==> src/rtl/core/spi_pkg.sv <==
// ----------------------------------------------------------------------------
// spi_pkg
// shared types and constants of the two-axis servo pulse interpolator
// ----------------------------------------------------------------------------
package spi_pkg;

   // request kinds
   localparam logic [1:0] REQ_SET_ANGLE = 2'd0;
   localparam logic [1:0] REQ_SET_US    = 2'd1;
   localparam logic [1:0] REQ_SMOOTH    = 2'd2;
   localparam logic [1:0] REQ_TICK      = 2'd3;

   // control register indexes
   localparam logic [1:0] CSR_PULSE_MIN = 2'd0;
   localparam logic [1:0] CSR_PULSE_MAX = 2'd1;

   localparam logic [14:0] PULSE_MIN_RESET   = 15'd500;
   localparam logic [14:0] PULSE_MAX_RESET   = 15'd2500;
   localparam logic [14:0] AXIS_COMPARE_INIT = 15'd1500;

   localparam logic [7:0]  DEG_MAX     = 8'd180;
   localparam logic [15:0] MOVE_MS_MIN = 16'd10;
   localparam logic [14:0] TICK_MS     = 15'd20;

   // shared divider sizes
   localparam int DIV_DW = 23;
   localparam int DIV_SW = 15;
   localparam int DIV_CW = $clog2(DIV_DW + 1);

   typedef struct packed {
      logic              start;
      logic [DIV_DW-1:0] dividend;
      logic [DIV_SW-1:0] divisor;
   } div_req_type;

   typedef struct packed {
      logic              done;
      logic [DIV_DW-1:0] quotient;
   } div_rsp_type;

endpackage

==> src/rtl/core/spi_div.sv <==
// ----------------------------------------------------------------------------
// spi_div
// restoring serial divider, one quotient bit per cycle
// ----------------------------------------------------------------------------
module spi_div
   import spi_pkg::*;
(
   input  logic        clock,
   input  logic        reset,
   input  div_req_type div_req,
   output div_rsp_type div_rsp
);

   logic              busy_ff, busy_in;
   logic              done_ff, done_in;
   logic [DIV_CW-1:0] count_ff, count_in;
   logic [DIV_SW-1:0] rem_ff, rem_in;
   logic [DIV_DW-1:0] quo_ff, quo_in;
   logic [DIV_SW-1:0] divisor_ff, divisor_in;

   logic [DIV_SW:0]   trial;
   logic [DIV_SW:0]   diff;
   logic              fits;

   always_comb begin
      trial      = {rem_ff, quo_ff[DIV_DW-1]};
      diff       = trial - {1'b0, divisor_ff};
      fits       = (trial >= {1'b0, divisor_ff});
      busy_in    = busy_ff;
      done_in    = 1'b0;
      count_in   = count_ff;
      rem_in     = rem_ff;
      quo_in     = quo_ff;
      divisor_in = divisor_ff;
      if (div_req.start) begin
         busy_in    = 1'b1;
         count_in   = DIV_CW'(DIV_DW);
         rem_in     = '0;
         quo_in     = div_req.dividend;
         divisor_in = div_req.divisor;
      end else if (busy_ff) begin
         rem_in   = fits ? diff[DIV_SW-1:0] : trial[DIV_SW-1:0];
         quo_in   = {quo_ff[DIV_DW-2:0], fits};
         count_in = count_ff - 1'b1;
         if (count_ff == DIV_CW'(1)) begin
            busy_in = 1'b0;
            done_in = 1'b1;
         end
      end
   end

   always_ff @(posedge clock) begin
      if (reset) begin
         busy_ff  <= 1'b0;
         done_ff  <= 1'b0;
         count_ff <= '0;
      end else begin
         busy_ff  <= busy_in;
         done_ff  <= done_in;
         count_ff <= count_in;
      end
   end

   always_ff @(posedge clock) begin
      rem_ff     <= rem_in;
      quo_ff     <= quo_in;
      divisor_ff <= divisor_in;
   end

   assign div_rsp.done     = done_ff;
   assign div_rsp.quotient = quo_ff;

endmodule

==> src/rtl/core/servo_pulse_interpolator_core.sv <==
// ----------------------------------------------------------------------------
// servo_pulse_interpolator_core
// two-axis servo pulse-width compare values with smooth angle moves
// ----------------------------------------------------------------------------
// request beats (req_*) carry set-angle, set-microseconds, smooth-move or
// 20 ms tick commands; each gives zero or one response beat (rsp_*) with the
// new compare value of one axis. csr_* writes pulse_min_us / pulse_max_us
// and is always ready; write it only while the block is idle.
// one request is worked on at a time: req_stall is high from acceptance
// until the response is loaded into the output register. all divisions go
// through one shared serial divider. set-microseconds needs no divide,
// set-angle one, a tick up to two (one interpolation divide and one
// angle-to-width divide) and a smooth move up to four.
// a pending response is held while rsp_stall is high; the next request is
// still accepted and waits in its last step until the output is free.
// reset clears both compare values to 1500 us, the limits to 500 / 2500 us
// and cancels any move.
// ----------------------------------------------------------------------------
module servo_pulse_interpolator_core
   import spi_pkg::*;
(
   input  logic        clock,
   input  logic        reset,

   input  logic        req_valid,
   output logic        req_stall,
   input  logic [1:0]  req_type,
   input  logic        req_axis_sel,
   input  logic [7:0]  req_angle_deg,
   input  logic [15:0] req_pulse_us,
   input  logic [15:0] req_move_ms,

   output logic        rsp_valid,
   input  logic        rsp_stall,
   output logic        rsp_out_axis,
   output logic [14:0] rsp_compare_us,
   output logic        rsp_moving,
   output logic        rsp_move_last,

   input  logic        csr_valid,
   output logic        csr_ready,
   input  logic [1:0]  csr_index,
   input  logic [14:0] csr_data
);

   typedef enum logic [10:0] {
      S_IDLE    = 11'b000_0000_0001,
      S_STEPS   = 11'b000_0000_0010,
      S_STEPS_W = 11'b000_0000_0100,
      S_PRES    = 11'b000_0000_1000,
      S_PRES_W  = 11'b000_0001_0000,
      S_SETUP   = 11'b000_0010_0000,
      S_ADV     = 11'b000_0100_0000,
      S_ADV_W   = 11'b000_1000_0000,
      S_US      = 11'b001_0000_0000,
      S_US_W    = 11'b010_0000_0000,
      S_DONE    = 11'b100_0000_0000
   } state_type;

   state_type    state_ff, state_in;

   logic [14:0]  pulse_min_ff, pulse_min_in;
   logic [14:0]  pulse_max_ff, pulse_max_in;
   logic [14:0]  axis_compare_ff [2];
   logic [14:0]  axis_compare_in [2];

   logic         move_active_ff, move_active_in;
   logic         move_axis_ff, move_axis_in;
   logic [7:0]   move_start_ff, move_start_in;
   logic         move_neg_ff, move_neg_in;
   logic [7:0]   move_mag_ff, move_mag_in;
   logic [7:0]   move_target_ff, move_target_in;
   logic [11:0]  move_total_ff, move_total_in;
   logic [12:0]  move_index_ff, move_index_in;

   logic         item_axis_ff, item_axis_in;
   logic [7:0]   item_ang_ff, item_ang_in;
   logic [15:0]  item_ms_ff, item_ms_in;
   logic [7:0]   deg_ff, deg_in;

   logic         res_axis_ff, res_axis_in;
   logic [14:0]  res_value_ff, res_value_in;
   logic         res_moving_ff, res_moving_in;
   logic         res_last_ff, res_last_in;

   logic         rsp_valid_ff, rsp_valid_in;
   logic         rsp_axis_ff, rsp_axis_in;
   logic [14:0]  rsp_value_ff, rsp_value_in;
   logic         rsp_moving_ff, rsp_moving_in;
   logic         rsp_last_ff, rsp_last_in;

   div_req_type  div_req;
   div_rsp_type  div_rsp;

   spi_div u_div (
      .clock   (clock),
      .reset   (reset),
      .div_req (div_req),
      .div_rsp (div_rsp)
   );

   always_comb begin
      logic [14:0]        span;
      logic [11:0]        n_div;
      logic [14:0]        cmp_sel;
      logic [7:0]         mul_a;
      logic [14:0]        mul_b;
      logic [DIV_DW-1:0]  product;
      logic [DIV_DW-1:0]  addend;
      logic [7:0]         ang_clamped;
      logic [15:0]        us_clamped;
      logic [7:0]         q8;
      logic               out_free;

      span    = (pulse_max_ff > pulse_min_ff) ? (pulse_max_ff - pulse_min_ff) : '0;
      n_div   = (move_total_ff == '0) ? 12'd1 : move_total_ff;
      cmp_sel = axis_compare_ff[item_axis_ff];
      q8      = div_rsp.quotient[7:0];
      out_free = !rsp_valid_ff || !rsp_stall;

      // shared multiplier in front of the divider load
      unique case (state_ff)
         S_PRES: begin
            mul_a = DEG_MAX;
            mul_b = cmp_sel - pulse_min_ff;
         end
         S_ADV: begin
            mul_a = move_mag_ff;
            mul_b = {2'b00, move_index_ff};
         end
         default: begin
            mul_a = deg_ff;
            mul_b = span;
         end
      endcase
      product = {15'd0, mul_a} * {8'd0, mul_b};
      addend  = (state_ff == S_ADV && move_neg_ff) ?
                {11'd0, n_div - 12'd1} : '0;

      div_req.start    = 1'b0;
      div_req.dividend = (state_ff == S_STEPS) ? {7'd0, item_ms_ff} : product + addend;
      unique case (state_ff)
         S_STEPS: div_req.divisor = TICK_MS;
         S_PRES:  div_req.divisor = span;
         S_ADV:   div_req.divisor = {3'd0, n_div};
         default: div_req.divisor = {7'd0, DEG_MAX};
      endcase

      ang_clamped = (req_angle_deg > DEG_MAX) ? DEG_MAX : req_angle_deg;
      us_clamped  = req_pulse_us;
      if (us_clamped < {1'b0, pulse_min_ff}) us_clamped = {1'b0, pulse_min_ff};
      if (us_clamped > {1'b0, pulse_max_ff}) us_clamped = {1'b0, pulse_max_ff};

      state_in           = state_ff;
      pulse_min_in       = pulse_min_ff;
      pulse_max_in       = pulse_max_ff;
      axis_compare_in[0] = axis_compare_ff[0];
      axis_compare_in[1] = axis_compare_ff[1];
      move_active_in     = move_active_ff;
      move_axis_in       = move_axis_ff;
      move_start_in      = move_start_ff;
      move_neg_in        = move_neg_ff;
      move_mag_in        = move_mag_ff;
      move_target_in     = move_target_ff;
      move_total_in      = move_total_ff;
      move_index_in      = move_index_ff;
      item_axis_in       = item_axis_ff;
      item_ang_in        = item_ang_ff;
      item_ms_in         = item_ms_ff;
      deg_in             = deg_ff;
      res_axis_in        = res_axis_ff;
      res_value_in       = res_value_ff;
      res_moving_in      = res_moving_ff;
      res_last_in        = res_last_ff;
      rsp_valid_in       = rsp_valid_ff && rsp_stall;
      rsp_axis_in        = rsp_axis_ff;
      rsp_value_in       = rsp_value_ff;
      rsp_moving_in      = rsp_moving_ff;
      rsp_last_in        = rsp_last_ff;

      if (csr_valid) begin
         unique case (csr_index)
            CSR_PULSE_MIN: pulse_min_in = csr_data;
            CSR_PULSE_MAX: pulse_max_in = csr_data;
            default: ;
         endcase
      end

      unique case (state_ff)
         S_IDLE: begin
            if (req_valid) begin
               item_axis_in = req_axis_sel;
               item_ang_in  = ang_clamped;
               item_ms_in   = (req_move_ms < MOVE_MS_MIN) ? MOVE_MS_MIN : req_move_ms;
               res_axis_in  = req_axis_sel;
               unique case (req_type)
                  REQ_SET_ANGLE: begin
                     move_active_in = 1'b0;
                     deg_in         = ang_clamped;
                     res_moving_in  = 1'b0;
                     res_last_in    = 1'b0;
                     state_in       = S_US;
                  end
                  REQ_SET_US: begin
                     move_active_in = 1'b0;
                     res_value_in   = us_clamped[14:0];
                     res_moving_in  = 1'b0;
                     res_last_in    = 1'b0;
                     state_in       = S_DONE;
                  end
                  REQ_SMOOTH: begin
                     state_in = S_STEPS;
                  end
                  REQ_TICK: begin
                     res_axis_in = move_axis_ff;
                     if (move_active_ff) state_in = S_ADV;
                  end
                  default: ;
               endcase
            end
         end
         S_STEPS: begin
            div_req.start = 1'b1;
            state_in      = S_STEPS_W;
         end
         S_STEPS_W: begin
            if (div_rsp.done) begin
               move_total_in = (div_rsp.quotient == '0) ? 12'd1 : div_rsp.quotient[11:0];
               state_in      = S_PRES;
            end
         end
         S_PRES: begin
            if (span == '0 || cmp_sel <= pulse_min_ff) begin
               move_start_in = '0;
               state_in      = S_SETUP;
            end else begin
               div_req.start = 1'b1;
               state_in      = S_PRES_W;
            end
         end
         S_PRES_W: begin
            if (div_rsp.done) begin
               move_start_in = (div_rsp.quotient > {15'd0, DEG_MAX}) ? DEG_MAX : q8;
               state_in      = S_SETUP;
            end
         end
         S_SETUP: begin
            move_axis_in   = item_axis_ff;
            move_target_in = item_ang_ff;
            if (item_ang_ff >= move_start_ff) begin
               move_neg_in = 1'b0;
               move_mag_in = item_ang_ff - move_start_ff;
            end else begin
               move_neg_in = 1'b1;
               move_mag_in = move_start_ff - item_ang_ff;
            end
            move_index_in  = 13'd1;
            move_active_in = 1'b1;
            res_axis_in    = item_axis_ff;
            state_in       = S_ADV;
         end
         S_ADV: begin
            if (move_index_ff <= {1'b0, move_total_ff}) begin
               div_req.start = 1'b1;
               state_in      = S_ADV_W;
            end else begin
               move_active_in = 1'b0;
               deg_in         = move_target_ff;
               res_moving_in  = 1'b0;
               res_last_in    = 1'b1;
               state_in       = S_US;
            end
         end
         S_ADV_W: begin
            if (div_rsp.done) begin
               if (!move_neg_ff) begin
                  deg_in = move_start_ff + q8;
               end else if (div_rsp.quotient >= {15'd0, move_start_ff}) begin
                  deg_in = '0;
               end else begin
                  deg_in = move_start_ff - q8;
               end
               move_index_in = move_index_ff + 13'd1;
               res_moving_in = 1'b1;
               res_last_in   = 1'b0;
               state_in      = S_US;
            end
         end
         S_US: begin
            if (span == '0) begin
               res_value_in = pulse_min_ff;
               state_in     = S_DONE;
            end else begin
               div_req.start = 1'b1;
               state_in      = S_US_W;
            end
         end
         S_US_W: begin
            if (div_rsp.done) begin
               res_value_in = pulse_min_ff + div_rsp.quotient[14:0];
               state_in     = S_DONE;
            end
         end
         S_DONE: begin
            if (out_free) begin
               rsp_valid_in                 = 1'b1;
               rsp_axis_in                  = res_axis_ff;
               rsp_value_in                 = res_value_ff;
               rsp_moving_in                = res_moving_ff;
               rsp_last_in                  = res_last_ff;
               axis_compare_in[res_axis_ff] = res_value_ff;
               state_in                     = S_IDLE;
            end
         end
         default: state_in = S_IDLE;
      endcase
   end

   always_ff @(posedge clock) begin
      if (reset) begin
         state_ff           <= S_IDLE;
         pulse_min_ff       <= PULSE_MIN_RESET;
         pulse_max_ff       <= PULSE_MAX_RESET;
         axis_compare_ff[0] <= AXIS_COMPARE_INIT;
         axis_compare_ff[1] <= AXIS_COMPARE_INIT;
         move_active_ff     <= 1'b0;
         move_axis_ff       <= 1'b0;
         move_start_ff      <= '0;
         move_neg_ff        <= 1'b0;
         move_mag_ff        <= '0;
         move_target_ff     <= '0;
         move_total_ff      <= '0;
         move_index_ff      <= '0;
         rsp_valid_ff       <= 1'b0;
      end else begin
         state_ff           <= state_in;
         pulse_min_ff       <= pulse_min_in;
         pulse_max_ff       <= pulse_max_in;
         axis_compare_ff[0] <= axis_compare_in[0];
         axis_compare_ff[1] <= axis_compare_in[1];
         move_active_ff     <= move_active_in;
         move_axis_ff       <= move_axis_in;
         move_start_ff      <= move_start_in;
         move_neg_ff        <= move_neg_in;
         move_mag_ff        <= move_mag_in;
         move_target_ff     <= move_target_in;
         move_total_ff      <= move_total_in;
         move_index_ff      <= move_index_in;
         rsp_valid_ff       <= rsp_valid_in;
      end
   end

   always_ff @(posedge clock) begin
      item_axis_ff  <= item_axis_in;
      item_ang_ff   <= item_ang_in;
      item_ms_ff    <= item_ms_in;
      deg_ff        <= deg_in;
      res_axis_ff   <= res_axis_in;
      res_value_ff  <= res_value_in;
      res_moving_ff <= res_moving_in;
      res_last_ff   <= res_last_in;
      rsp_axis_ff   <= rsp_axis_in;
      rsp_value_ff  <= rsp_value_in;
      rsp_moving_ff <= rsp_moving_in;
      rsp_last_ff   <= rsp_last_in;
   end

   assign req_stall      = (state_ff != S_IDLE);
   assign csr_ready      = 1'b1;
   assign rsp_valid      = rsp_valid_ff;
   assign rsp_out_axis   = rsp_axis_ff;
   assign rsp_compare_us = rsp_value_ff;
   assign rsp_moving     = rsp_moving_ff;
   assign rsp_move_last  = rsp_last_ff;

endmodule
==> config.mk <==
export PLATFORM = sky130hd
export DESIGN_NAME = servo_pulse_interpolator_core
export DESIGN_NICKNAME = d
export VERILOG_FILES = /design/src/rtl/core/spi_pkg.sv /design/src/rtl/core/spi_div.sv /design/src/rtl/core/servo_pulse_interpolator_core.sv
export SDC_FILE = /design/constraint.sdc
export NUM_CORES = 1
export LEC_CHECK = 0
export BUFFER_PORTS_ARGS = -buffer_cell sky130_fd_sc_hd__buf_2
export CAP_MARGIN = 10
export CELL_PAD_IN_SITES_DETAIL_PLACEMENT = 0
export CELL_PAD_IN_SITES_GLOBAL_PLACEMENT = 2
export CORE_MARGIN = 2
export CORE_UTILIZATION = 43
export DETAILED_ROUTE_END_ITERATION = 16
export GPL_ROUTABILITY_DRIVEN = 0
export GPL_TIMING_DRIVEN = 0
export PLACE_DENSITY = 0.95
export RECOVER_POWER = 25
export SKIP_CTS_REPAIR_TIMING = 1
export SKIP_LAST_GASP = 1
export SYNTH_ARGS = -nofsm -noshare
export SYNTH_HDL_FRONTEND = slang
export SYNTH_SLANG_ARGS = --single-unit
==> constraint.sdc <==
create_clock -name clock -period 12.6 [get_ports clock]
set_input_delay 1.89 -clock clock [delete_from_list [all_inputs] [get_ports clock]]
set_output_delay 1.89 -clock clock [all_outputs]
set_load 0.1 [all_outputs]
==> metrics.cfg, run 1 <==
[detailed_routing]
drt_wl_total_um=65720
drc=0
viasPerCell=5.767
wl_per_cell_um=21.41
drtIter0Drc=1472
firstDrtPassIters=5
final_antenna_net_count=0
vias=17710

[timing]
hold_viol_final=0
fin_tns_setup_ns=0
setup_viol_count_final=0
worstMarginPinSlew_ns=1.134
rsz0062_at_grt=false
fmax_ghz=0.1054
slew_viol_final=0
worst_slack_ns=3.109
final.period_utilization_pct=75.32
fin_skew_ns=0.02453
fin_crit_ns=9.491
relSlewSlack_pct=23.59

[global_route]
grt_util_all_layers_pct=26.52
grt_first_pass_wirelength_um=101700
grt_pass1_vias=17670
grt_max_degree=26
antenna_found_initial=0
overflow=0

[die]
core_area_um2=46560
die-height_um=221.3
io_pins=86
die_w_um=221.3
die_area_um2=48980
initial_core_util_pct=43.62
num_rows=79

[critical_path]
rr_worst_depth=34
crit_slowest_cell=a221oi_1
endpoint_kind=flop
crit_buf_inv=8
crit_top_cell=inv_1
worstPathRequired_ns=12.92
path_class=flop to flop
r2r-end=u_div.quo_ff[21]$_DFFE_PP_
slowest_delay_ns=0.64
crit_arrival_ns=9.81
crit_path_start_kind=flop
crit_fanout=10
critical-path-top-delay-family=compound AO/OA/AOI/OAI gates
r2r_slack_ns=3.11

[hold_path]
hold_class=flop to flop
hold_depth=0
worstHoldStart=res_last_ff$_DFFE_PP_
worst_hold_path.endpoint=rsp_move_last$_DFFE_PP_

[clocking]
htree_levels=1
cts_tree=built
clk_latency_ns=0.58
cts_buffer_depth=3
cts_buffers=30
clockRootBuffer=clkbuf_16
clock-sinks=254
path_clk_slew_ns=0.06

[final_layout]
drive_above_1_share_pct=8.367
final_cells=3070
fin_nets=2788
area_growth_pct=10.82
fin_area_um2=22510

[synthesis]
synth.net_count=2665
synth_edf_count=107
ys.flop_type=dfxtp_1
synth_top_area_share_pct=15.82
syn_avg_cell_area_um2=8.773
synth_area_um2=20310
synth-seq-cells=254
syn_inst=2315
synth.area.top_cells=edfxtp_1 16%, dfxtp_1 14%, ha_1 12%
synthDistinctLibCells=85
yosysMostFrequentCell=nand2_1
yosysWarnings=0
yosysTopAreaCell=edfxtp_1
synthArstFlopShare_pct=0
netlist_top_cells_count=299 x nand2_1, 228 x inv_1, 197 x nor2_1, 187 x ha_1, 148 x a21oi_1
yosysSeqAreaShare_pct=30.31

[power]
comb_power_share_pct=51.5
swShare_pct=42.57
p_clk_share_pct=22.5
p_seq_share_pct=26.1
p_leak_nw=9.521
internal-power_mw=2.242
switchingPower_mw=1.662
power_density_nw_per_um2=173.4
peakVddDrop_uv=235.3

[run]
cap_violations=0

[placement]
io_buffer_count=83
placed_cells=3010
postPlaceCellArea_um2=21530
dp_slack_ns=2.748
hpwl_um=52990

[run_status]
outcome=complete, no violations

-- per-layer routing --
metal / vias up / GRT usage, % / share of wire [%]
li1: 8297 / - / -
met1: 8714 / 34.67 / 43
met2: 558 / 45.35 / 48
met3: 136 / 3.041 / 5.4
met4: 0 / 9.309 / 3.7
met5: - / 0 / 0
-- flip-flops by register name (all words and copies together), names as in the netlist, 11 cells and up, named ones only --
| name | count |
|---|---|
| axis_compare_ff | 30 |
| u_div.quo_ff | 23 |
| move_total_ff | 12 |
| pulse_max_ff | 15 |
| rsp_compare_us | 15 |
| state_ff | 11 |
| move_index_ff | 13 |
| pulse_min_ff | 15 |
| res_value_ff | 15 |
| item_ms_ff | 16 |
| u_div.divisor_ff | 15 |
| u_div.rem_ff | 15 |
-- area by class of cell --
| class | count | area [µm²] |
|---|---|---|
| fill | 4509 | 24050 |
| clock buffer | 44 | 897.1 |
| timing repair buffer | 91 | 442.9 |
| buffer | 92 | 369.1 |
| tap | 607 | 759.5 |
| multi-input combinational | 1740 | 12920 |
| clock inverter | 12 | 96.34 |
| antenna | 1 | 2.502 |
| sequential | 254 | 6156 |
| inverter | 229 | 859.6 |
-- worst max-delay path by stage --
stage	startpoint	to	slack, ns	cells after the start
6_report	flop	u_div.quo_ff[21]$_DFFE_PP_	3.11	34
5_1_grt	flop	u_div.quo_ff[21]$_DFFE_PP_	2.44	34
4_1_cts	flop	u_div.quo_ff[20]$_DFFE_PP_	2.70	31
3_5_place_dp	flop	u_div.quo_ff[20]$_DFFE_PP_	2.75	31
3_3_place_gp	flop	u_div.quo_ff[20]$_DFFE_PP_	2.62	31
2_1_floorplan	flop	u_div.quo_ff[20]$_DFFE_PP_	4.50	31
-- through the flow --
stage	hold WS (ns)	total power, mW	utilization (%)
final	0.4337	3.904	48.35
after global routing	0.4436	4.208	48.34
after CTS	0.4422	3.925	48.39
after detailed placement	0.4255	3.036	46.25
after global placement	0.4187	3.014	46.15
after floorplan	0.4003	2.472	-
-- layout by cell type, fill, tap and decap left out, drive strengths merged, types with 10 or more instances in the layout --
master	netlist	final
a211oi	29	29
a21o	36	36
a21oi	149	149
a221o	12	12
a22oi	14	14
and2	17	17
and3	14	14
buf	13	89
clkbuf	79	138
dfxtp	147	147
edfxtp	107	107
fa	98	98
ha	187	187
inv	229	231
mux2	41	41
mux2i	46	46
nand2	299	299
nand2b	38	38
nand3	41	41
nand4	23	23
nor2	197	197
nor2b	27	27
nor3	34	34
nor3b	10	10
nor4	16	16
o211ai	28	28
o21a	25	25
o21ai	111	111
o21bai	12	12
o22ai	16	16
or2	15	15
or3	16	16
xnor2	48	48
xor2	38	38
-- cells by family after synthesis --
kind of cell	synth area share, %
adders and majority gates	21.18
muxes	4.781
xor gates and xnor gates	3.709
AOI/OAI and AO/OA	15.96
DFF	30.31
other	0.01846
and+or+nand+nor	17.99
buffers and inverters	6.050
-- power groups by stage --
stage / sequential, mW / combinational, mW / clock, mW
floorplan: 1.01 / 1.46 / 0
global placement: 1.03 / 1.98 / 0
detailed placement: 1.03 / 2.00 / 0
CTS: 1.02 / 2.02 / 0.886
global route: 1.02 / 2.26 / 0.921
finish: 1.02 / 2.01 / 0.877
Note: power is estimated with default switching activity, not from simulation.
==> inputs of run 2 (changes only) <==
CORE_UTILIZATION = 40   (was 43)
PLACE_DENSITY = 0.9   (was 0.95)
clock period = 9.83 ns   (was 12.6 ns; I/O delays follow)
==> run 2 against run 1 <==
Combinational power is 31% higher. Sequential cell count unchanged. Non-clock buffer count increased by 1. Critical path type unchanged.
==> metrics.cfg, run 2 (same netlist as run 1, synthesis figures left out) <==
[critical_path]
r2r_slack_ns=0.34  ; -2.77 ns
crit_arrival_ns=9.80  ; about the same
worstPathRequired_ns=10.14  ; -2.78 ns
slowest_delay_ns=0.63  ; about the same
endpoint_kind=flop
crit_fanout=10  ; unchanged
crit_path_start_kind=flop
r2r-end=u_div.quo_ff[20]$_DFFE_PP_
path_class=flop to flop
crit_top_cell=fa_1
crit_slowest_cell=a221oi_1
rr_worst_depth=32  ; -5.9%

[hold_path]
hold_class=flop to flop
worst_hold_path.endpoint=rsp_moving$_DFFE_PP_
hold_depth=0  ; unchanged
worstHoldStart=res_moving_ff$_DFFE_PP_

[timing]
worst_slack_ns=0.3395  ; -2.770 ns
setup_viol_count_final=0  ; unchanged
final.period_utilization_pct=96.55  ; +21 points
hold_ws_ns=0.4206  ; -0.01308 ns
worstMarginPinSlew_ns=1.265  ; +0.1313 ns
relSlewSlack_pct=14.74  ; -8.8 points
fmax_ghz=0.1054  ; about the same
fin_skew_ns=0.02877  ; +0.004243 ns
slew_viol_final=0  ; unchanged
fin_crit_ns=9.491  ; -0.0003140 ns
hold_viol_final=0  ; unchanged
fin_tns_setup_ns=0  ; unchanged
rsz0062_at_grt=false

[placement]
postPlaceCellArea_um2=21630  ; +0.42%
io_buffer_count=83  ; unchanged
dp_slack_ns=-0.1071  ; -2.855 ns
hpwl_um=53930  ; +1.8%
placed_cells=3077  ; +2.2%

[final_layout]
final_cell_mix=299 x nand2_1, 228 x inv_1, 197 x nor2_1
final_cells=3136  ; +2.1%
largest_reg_flops=30  ; unchanged
fin_area_um2=22640  ; +0.60%
reg_top3=axis_compare_ff: 30 flops, u_div.quo_ff: 23 flops, item_ms_ff: 16 flops
antennaDiodeCount=0  ; -1
drive_above_1_share_pct=8.523  ; +0.16 points
fin_nets=2790  ; +0.072%
largest-register=axis_compare_ff
area_growth_pct=11.49
layout_commonest_cell=nand2_1
utilization_pct=45.13  ; -3.2 points

[detailed_routing]
drt_wl_total_um=66630  ; +1.4%
wl_per_cell_um=21.25  ; -0.76%
wl_met1_um=28870  ; +2.0%
dr_wl_met2_um=31900  ; +1.5%
firstDrtPassIters=5  ; unchanged
drc=0  ; unchanged
drtIter0Drc=1471  ; -0.068%
routed.top_layer=met4
route.met3.wl_um=3834  ; +8.0%
vias=17440  ; -1.5%
viasPerCell=5.562  ; -3.6%
final_antenna_net_count=0  ; unchanged

[clocking]
clockRootBuffer=clkbuf_16
path_clk_slew_ns=0.06  ; about the same
cts_tree=built
clock-sinks=254  ; unchanged
cts_buffers=31  ; +3.3%
clk_latency_ns=0.58  ; about the same
cts_buffer_depth=3  ; unchanged
htree_levels=1  ; unchanged

[power]
peakVddDrop_uv=243.3  ; +3.4%
power_density_nw_per_um2=224.8  ; +30%
p_leak_nw=9.550  ; +0.30%
total_power_mw=5.090  ; +30%

[run_status]
outcome=complete, no violations

[run]
cap_violations=0  ; unchanged

[die]
die_w_um=229.3  ; +3.6%
initial_core_util_pct=40.48  ; -3.1 points
die-height_um=229.3  ; +3.6%
die_area_um2=52590  ; +7.4%
num_rows=82  ; +3.8%
io_pins=86  ; unchanged
core_area_um2=50170  ; +7.8%

[global_route]
antenna_found_initial=1  ; +1
grt_util_all_layers_pct=25.38  ; -1.1 points
grt_first_pass_wirelength_um=103600  ; +1.8%
grt_max_degree=26  ; unchanged
overflow=0  ; unchanged
grt_pass1_vias=17650  ; -0.091%

-- run 2: cell types whose count changed in the layout (fill, tap and decap cells not counted), moves of 2 or more --
cell       previous run  this run
buf_2                79        82
bufinv_16             1         3
clkbuf_8              3         5
clkinv_2              7         4
-- run 2: how the worst max path moves through the flow --
stage                     from                    endpoint  slack, ns  cells past startpoint
after floorplan           flop  u_div.quo_ff[20]$_DFFE_PP_       1.73                     31
after global placement    flop  u_div.quo_ff[20]$_DFFE_PP_      -0.18                     31
after global routing      flop  u_div.quo_ff[20]$_DFFE_PP_       0.07                     32
final                     flop  u_div.quo_ff[20]$_DFFE_PP_       0.34                     32
after CTS                 flop  u_div.quo_ff[20]$_DFFE_PP_      -0.14                     31
after detailed placement  flop  u_div.quo_ff[20]$_DFFE_PP_      -0.11                     31
-- run 2: routing by layer --
layer | vias up | GRT usage, %
li1 | 8289 | -
met1 | 8503 | 33.45
met2 | 546 | 43.98
met3 | 104 | 2.739
met4 | 0 | 7.163
met5 | - | 0
-- run 2: cell type report --
class,count,area [µm²]
buffer,92,370.4
clock buffer,48,910.9
clock inverter,9,126.4
fill,4999,27530
inverter,229,859.6
multi-input combinational,1740,12920
sequential,254,6156
tap,672,840.8
timing repair buffer,92,454.2
-- run 2: worst max-delay path, delay by kind of cell (launching register included) --
kind                       cells  cell delay [ns]
AOI/OAI and AO/OA             12             3.32
adders and majority gates      6             2.64
buffers and inverters          6             1.28
muxes                          2             0.67
and+or+nand+nor                4             0.53
DFF                            1             0.46
xor gates and xnor gates       2             0.33
-- run 2: where the power goes --
part	total [mW]	switching, mW	internal [mW]	leakage (nW)
combinational	2.63	1.63	0.999	6.86
clock	1.16	0.450	0.711	0.506
sequential	1.30	0.0889	1.21	2.18
total	5.09	2.17	2.92	9.55
